File: config.mk
export PLATFORM = sky130hd
export DESIGN_NAME = svm_ctrl
export DESIGN_NICKNAME = d
export VERILOG_FILES = /design/src/hdl/svm_pkg.sv /design/src/hdl/svm_ctrl.sv
export VERILOG_INCLUDE_DIRS = /design/src /design/src/hdl
export SDC_FILE = /design/constraint.sdc
export NUM_CORES = 1
export LEC_CHECK = 0
export BUFFER_PORTS_ARGS = -buffer_cell sky130_fd_sc_hd__buf_2
export CAP_MARGIN = 25
export CORE_AREA = 5 5 45 62
export CTS_CLUSTER_DIAMETER = 80
export DETAILED_ROUTE_END_ITERATION = 6
export DIE_AREA = 0 0 50 67
export PLACE_DENSITY = 0.57
export SLEW_MARGIN = 20
export SYNTH_ARGS = -nofsm -noshare
export SYNTH_HDL_FRONTEND = slang
export SYNTH_SLANG_ARGS = --single-unit
File: constraint.sdc
create_clock -name i_clk -period 2.4 [get_ports i_clk]
set_input_delay 0.48 -clock i_clk [delete_from_list [all_inputs] [get_ports i_clk]]
set_output_delay 0.48 -clock i_clk [all_outputs]
set_load 0.02 [all_outputs]
File: src/hdl/sample_voice_mixer_top_assert.svh
// ----------------------------------------------------------------------------
// sample_voice_mixer_top_assert.svh
// assertion macros for the sample voice mixer
// ----------------------------------------------------------------------------
`ifndef SAMPLE_VOICE_MIXER_TOP_ASSERT_SVH
`define SAMPLE_VOICE_MIXER_TOP_ASSERT_SVH

`ifndef SYNTHESIS

// clocked check, skipped while reset is held
`define SVM_ASSERT(label, expr) \
    label: assert property (@(posedge i_clk) disable iff (!i_rst_n) (expr)) \
        else $error("svm assertion failed");

// clocked check that also runs during reset
`define SVM_ASSERT_ALWAYS(label, expr) \
    label: assert property (@(posedge i_clk) (expr)) \
        else $error("svm assertion failed");

`else

`define SVM_ASSERT(label, expr)
`define SVM_ASSERT_ALWAYS(label, expr)

`endif

`endif

File: src/hdl/svm_pkg.sv
// ----------------------------------------------------------------------------
// svm_pkg
// shared types and constants of the sample voice mixer
// ----------------------------------------------------------------------------
package svm_pkg;

    typedef enum logic [1:0] {
        OP_LOAD    = 2'd0,
        OP_LENGTH  = 2'd1,
        OP_TRIGGER = 2'd2,
        OP_TICK    = 2'd3
    } t_op;

    localparam logic [15:0] GAIN_ONE = 16'h8000;
    localparam logic signed [17:0] OUT_MAX = 18'sd32767;

    // commands from controller to datapath
    typedef struct packed {
        logic accept;
        logic scan_step;
        logic trig_write;
        logic tick_rd;
        logic tick_mac;
        logic emit;
    } t_cmd;

    // status from datapath to controller
    typedef struct packed {
        logic out_free;
    } t_sts;

endpackage

File: src/hdl/svm_ctrl.sv
// ----------------------------------------------------------------------------
// svm_ctrl
// sequencer of the sample voice mixer: voice walks for trigger and tick
// ----------------------------------------------------------------------------
`include "sample_voice_mixer_top_assert.svh"

module svm_ctrl #(
    parameter int NUM_VOICES = 16
) (
    input  logic          i_clk,
    input  logic          i_rst_n,
    input  logic          i_in_valid,
    input  logic [1:0]    i_op,
    output logic          o_in_ready,
    input  svm_pkg::t_sts i_sts,
    output svm_pkg::t_cmd o_cmd,
    output logic [((NUM_VOICES > 1) ? $clog2(NUM_VOICES) : 1)-1:0] o_idx
);

    localparam int VW = (NUM_VOICES > 1) ? $clog2(NUM_VOICES) : 1;
    localparam logic [VW-1:0] LAST = VW'(NUM_VOICES - 1);

    typedef enum logic [5:0] {
        ST_IDLE = 6'b000001,
        ST_SCAN = 6'b000010,
        ST_TRIG = 6'b000100,
        ST_RD   = 6'b001000,
        ST_MAC  = 6'b010000,
        ST_EMIT = 6'b100000
    } t_state;

    t_state        r_state, n_state;
    logic [VW-1:0] r_idx, n_idx;
    logic          w_accept;
    logic          w_last;

    assign o_in_ready = (r_state == ST_IDLE);
    assign w_accept   = i_in_valid && o_in_ready;
    assign w_last     = (r_idx == LAST);
    assign o_idx      = r_idx;

    always_comb begin
        n_state = r_state;
        n_idx   = r_idx;
        o_cmd   = '0;
        o_cmd.accept = w_accept;
        case (r_state)
            ST_IDLE: begin
                if (w_accept) begin
                    n_idx = '0;
                    if (svm_pkg::t_op'(i_op) == svm_pkg::OP_TRIGGER) begin
                        n_state = ST_SCAN;
                    end else if (svm_pkg::t_op'(i_op) == svm_pkg::OP_TICK) begin
                        n_state = ST_RD;
                    end
                end
            end
            ST_SCAN: begin
                o_cmd.scan_step = 1'b1;
                if (w_last) begin
                    n_state = ST_TRIG;
                end else begin
                    n_idx = r_idx + 1'b1;
                end
            end
            ST_TRIG: begin
                o_cmd.trig_write = 1'b1;
                n_state = ST_IDLE;
            end
            ST_RD: begin
                o_cmd.tick_rd = 1'b1;
                n_state = ST_MAC;
            end
            ST_MAC: begin
                o_cmd.tick_mac = 1'b1;
                if (w_last) begin
                    n_state = ST_EMIT;
                end else begin
                    n_idx   = r_idx + 1'b1;
                    n_state = ST_RD;
                end
            end
            ST_EMIT: begin
                // wait until the previous frame has left the output register
                if (i_sts.out_free) begin
                    o_cmd.emit = 1'b1;
                    n_state = ST_IDLE;
                end
            end
            default: begin
                n_state = ST_IDLE;
            end
        endcase
    end

    always_ff @(posedge i_clk) begin
        if (!i_rst_n) begin
            r_state <= ST_IDLE;
            r_idx   <= '0;
        end else begin
            r_state <= n_state;
            r_idx   <= n_idx;
        end
    end

    `SVM_ASSERT(a_emit_free, o_cmd.emit |-> i_sts.out_free)
    `SVM_ASSERT(a_rd_then_mac, o_cmd.tick_rd |=> o_cmd.tick_mac && $stable(r_idx))
    `SVM_ASSERT(a_walk_starts_at_zero, $rose(o_cmd.scan_step) |-> (r_idx == '0))
    `SVM_ASSERT(a_one_command, $onehot0({o_cmd.scan_step, o_cmd.trig_write, o_cmd.tick_rd, o_cmd.tick_mac, o_cmd.emit}))
    `SVM_ASSERT_ALWAYS(a_reset_idle, !i_rst_n |=> o_in_ready)

endmodule

### After elaboration in Yosys (flattened, before gate mapping)

Cells that the tools add are included.

* add/sub/neg operators: 1
* $mul: 0
* div/mod/pow operators: 0
* order comparisons: 0
* equal/unequal tests: 14
* shift-type cells: 0
* multiplexer cells: 16
* bitwise gates (word level): 0
* reduce and logical (&&, ||, !) cells: 5

Operator list (count)
* $mux W6: 6
* $pmux W6 S5: 1
* $mux W4: 2
* $pmux W4 S2: 1
* $eq A6 B1 Y1 const B: 1
* $eq A6 B2 Y1 const B: 1
* $eq A6 B3 Y1 const B: 1
* $eq A6 B4 Y1 const B: 1
* $eq A6 B5 Y1 const B: 1
* $eq A6 B6 Y1 const B: 1
* $mux W1: 6
* $ne A2 B2 Y1 const B: 3
* $add A4 B1 Y4 const B: 1
* $eq A2 B2 Y1 const B: 2
* $eq A4 B4 Y1 const B: 1
* $reduce_and A4 Y1: 1
* $ne A3 B1 Y1 const B: 1
* $reduce_and A3 Y1: 1
* $ne A2 B1 Y1 const B: 1
* $reduce_bool A2 Y1: 1
* $reduce_or A2 Y1: 1
* $logic_and A1 B1 Y1: 1

* register bits after elaboration: 10
* latch bits: 0
* RAM bits: 0
* ROM bits: 0
* logic and storage cells: 38
* memories: 0

### Longest topological paths before layout

* depth in word-level cells: 5
* depth in mapped cells: 6
* mapped depth without buffers: 5

### Least setup slack after synthesis

Ideal clock, no wire load.

* path kind: reg-to-output
* start point: register r_state[3]
* end point: output o_cmd[1] (netlist name)
* arrival time: 1.605 ns
* data required time: 1.920 ns
* path slack: 0.315 ns
* cell stages (with the launch flop): 3
* cell sequence: dfxtp_1 -> or3_4 -> nor4b_1

RTL lines
* start: declaration: line svm_ctrl.sv:32 `t_state r_state, n_state;`
* start signal: assignment: line svm_ctrl.sv:101 `r_state <= n_state;`
* end: declaration: line svm_ctrl.sv:16 `output svm_pkg::t_cmd o_cmd,`

==> load_flow_metrics.sql <==
INSERT INTO impl_metrics (metric_group, metric, value, unit) VALUES
('outcome', 'run_status', 'completed', ''),
('detailed_routing', 'vias', '624', ''),
('power', 'share_seq_of_total_power', '0.455', ''),
('synth', 'synth-edff-count', '0', ''),
('clocking', 'cts_hold_buffers', '0', ''),
('power', 'net-switching-power', '0.133', 'mW'),
('power', 'p_clk_frac', '0.273', ''),
('layout', 'final_area', '722', 'sq um'),
('detailed_routing', 'ant_nets', '0', ''),
('critical_path', 'cp.required', '1920', 'ps'),
('placed_design', 'port_buffers', '16', ''),
('floorplanning', 'die_x', '50', 'um'),
('power', 'combPwrFrac', '0.272', ''),
('detailed_routing', 'drt_drc_violations_left', '0', ''),
('timing', 'rsz0062_at_grt', 'false', ''),
('synth', 'asr_flop_ratio_synth', '0', ''),
('timing', 'worstMarginPinSlew', '528', 'ps'),
('timing', 'min_period_over_period', '0.938', ''),
('clocking', 'cts.root.buffer_cell', 'sky130_fd_sc_hd__clkbuf_4', ''),
('power', 'static-leakage-power', '0.321', 'nW'),
('timing', 'max_freq', '444', 'MHz'),
('critical_path', 'crit_path_top_delay_cell', 'sky130_fd_sc_hd__nor4b_1', ''),
('timing', 'final_period_minus_worst_setup_slack', '2250', 'ps'),
('power', 'sw_frac_of_total', '0.319', ''),
('power', 'internal_power', '0.283', 'mW'),
('critical_path', 'worstPathArrival', '1770', 'ps'),
('power', 'power.density', '576', 'mW/mm^2'),
('layout', 'layout.filler_cells', '235', ''),
('synth', 'syn-instance-count', '76', ''),
('synth', 'mappedNetlistArea', '621', 'sq um'),
('clocking', 'cts_made_buffers', '3', ''),
('critical_path', 'path_delay_family', 'simple AND/OR/NAND/NOR gates', ''),
('synth', 'synth.avg_cell_area', '8.17', 'sq um'),
('clocking', 'cts_num_sinks', '10', ''),
('floorplanning', 'die_h', '67', 'um'),
('critical_path', 'critical_path.max_stage_delay', '470', 'ps'),
('critical_path', 'cp.buffers_inverters', '1', ''),
('layout', 'flow.area_growth_from_synthesis', '16.3', '%'),
('clocking', 'worst_skew_pair.late_latency', '260', 'ps'),
('critical_path', 'crit_type', 'reg2out', ''),
('layout', 'layout.nets', '99', ''),
('grt', 'grt_pass1_wl', '2.68', 'mm'),
('synth', 'share_of_the_yosys_chip_area_belonging_to_registers', '0.323', ''),
('layout', 'fraction_of_final_layout_cells_sized_beyond_drive_strength_1', '0.256', ''),
('synth', 'yosys.cell_count.top_type', 'sky130_fd_sc_hd__dfxtp_1', ''),
('synth', 'synth_fp_nets', '83', ''),
('timing', 'setup_tns', '0', 'ps'),
('grt', 'global_route.usage.total', '0.103', ''),
('detailed_routing', '1st_iter_drt_viols', '22', ''),
('clocking', 'path_clk_slew', '70', 'ps'),
('timing', 'setup_viol_count_final', '0', ''),
('critical_path', 'crit_path_cell_trace', 'or3_4 > nor4b_1 > buf_2', ''),
('clocking', 'cts-resized-gates', '0', ''),
('power', 'worst_vdd_ir', '0.204', 'mV'),
('timing', 'hold-worst-slack', '507', 'ps'),
('clocking', 'clk_path_buf_depth', '2', ''),
('detailed_routing', 'detail_route.wl_per_cell', '13.4', 'um'),
('timing', 'final_max_slew_viol_count', '0', ''),
('synth', 'ys_seq_elements', '10', ''),
('clocking', 'post-cts-setup-buffer-count', '0', ''),
('synth', 'ys_top_cells_by_area', 'sky130_fd_sc_hd__dfxtp_1, sky130_fd_sc_hd__and3_1, sky130_fd_sc_hd__nand3_1, sky130_fd_sc_hd__nor4b_1, sky130_fd_sc_hd__nand2_1', ''),
('grt', 'pin_count_of_the_biggest_net_entering_global_routing', '10', ''),
('grt', 'vias_in_the_first_global_route', '634', ''),
('grt', 'global_route.overflow_total', '0', ''),
('floorplanning', 'io_pins', '17', ''),
('floorplanning', 'placementRows', '20', ''),
('floorplanning', 'area_of_the_die', '0.00335', 'sq mm'),
('timing', 'report.final.hold_viol_count', '0', ''),
('detailed_routing', 'drt-total-wl', '1.50', 'mm'),
('layout', 'antennaDiodeCount', '0', ''),
('synth', 'largest_area_contributor_in_the_synthesized_netlist', 'sky130_fd_sc_hd__dfxtp_1', '');
[placed cells by master (no fill, tap or decap), types with 2 or more instances in the layout]
cell	count
sky130_fd_sc_hd__nor3b_1	2
sky130_fd_sc_hd__nand3_1	7
sky130_fd_sc_hd__and3_1	6
sky130_fd_sc_hd__inv_1	2
sky130_fd_sc_hd__a21boi_0	2
sky130_fd_sc_hd__or3_1	2
sky130_fd_sc_hd__nor4b_1	4
sky130_fd_sc_hd__xnor2_1	2
sky130_fd_sc_hd__a21oi_1	3
sky130_fd_sc_hd__nor3_1	2
sky130_fd_sc_hd__nand2_1	6
sky130_fd_sc_hd__a31oi_1	2
sky130_fd_sc_hd__clkbuf_4	3
sky130_fd_sc_hd__o221a_2	2
sky130_fd_sc_hd__nor2_1	6
sky130_fd_sc_hd__dfxtp_1	10
sky130_fd_sc_hd__buf_2	16
[cell type report]
type                    count  area [sq um]  share of cell area
multi-input cells          59           384               0.532
inverters                   2          7.51              0.0104
clock buffers               3          22.5              0.0312
well taps                  22          27.5              0.0381
flip-flops and latches     10           200               0.277
repair buffers             16          80.1               0.111
[logic make-up (layout without fill, tap and decap cells)]
logic type | Yosys count | after routing | share of synthesized area
compound gates | 13 | 13 | 0.159
flops | 10 | 10 | 0.323
simple gates | 43 | 43 | 0.411
buf+inv | 7 | 21 | 0.0584
fa+ha+maj | 1 | 1 | 0.0202
xor+xnor | 2 | 2 | 0.0282
[state kept, by name, indices dropped and copies added (netlist names)]
| name | cells |
|---|---|
| r_state | 6 |
| o_idx | 4 |
[metrics by stage]
| stage | util | setup slack, ps | instances | power (mW) |
|---|---|---|---|---|
| 2_1_floorplan | - | 315 | 76 | 0.281 |
| 5_1_grt | 0.335 | 39.0 | 112 | 0.445 |
| 3_3_place_gp | 0.325 | 431 | 109 | 0.306 |
| 6_report | 0.335 | 149 | 112 | 0.416 |
| 4_1_cts | 0.335 | 160 | 112 | 0.422 |
| 3_5_place_dp | 0.325 | 448 | 109 | 0.306 |
[final timing paths]
check                                start       end  slack [ps]  cells after the start
worst min register to register    o_idx[1]  o_idx[1]         520                      2
worst max register to register  r_state[3]  o_idx[0]         610                      4
worst min-delay path               i_rst_n  o_idx[3]         510                      2
worst max-delay path            r_state[3]  o_cmd[1]         150                      3
[metal layers]
metal | GRT usage | vias to the layer above | wire [um]
li1 | - | 315 | -
met1 | 0.117 | 287 | 622
met2 | 0.162 | 20 | 756
met3 | 0.0268 | 2 | 95
met4 | 0.0754 | 0 | 29
met5 | 0 | - | 0
[worst register-to-register path: stages (launching register included)]
cell and delay (ps):
sky130_fd_sc_hd__dfxtp_1 380, sky130_fd_sc_hd__or3_4 400, sky130_fd_sc_hd__or3_1 470, sky130_fd_sc_hd__or3_1 340
sky130_fd_sc_hd__a31oi_1 130
[power by group through the flow]
stage	Clock [mW]	Combinational, mW	Sequential (mW)
final	0.114	0.113	0.189
after global routing	0.125	0.128	0.191
after CTS	0.119	0.114	0.189
after detailed placement	0	0.113	0.193
after global placement	0	0.113	0.192
after floorplan	0	0.0932	0.188
Power figures use the tool's default switching activity.
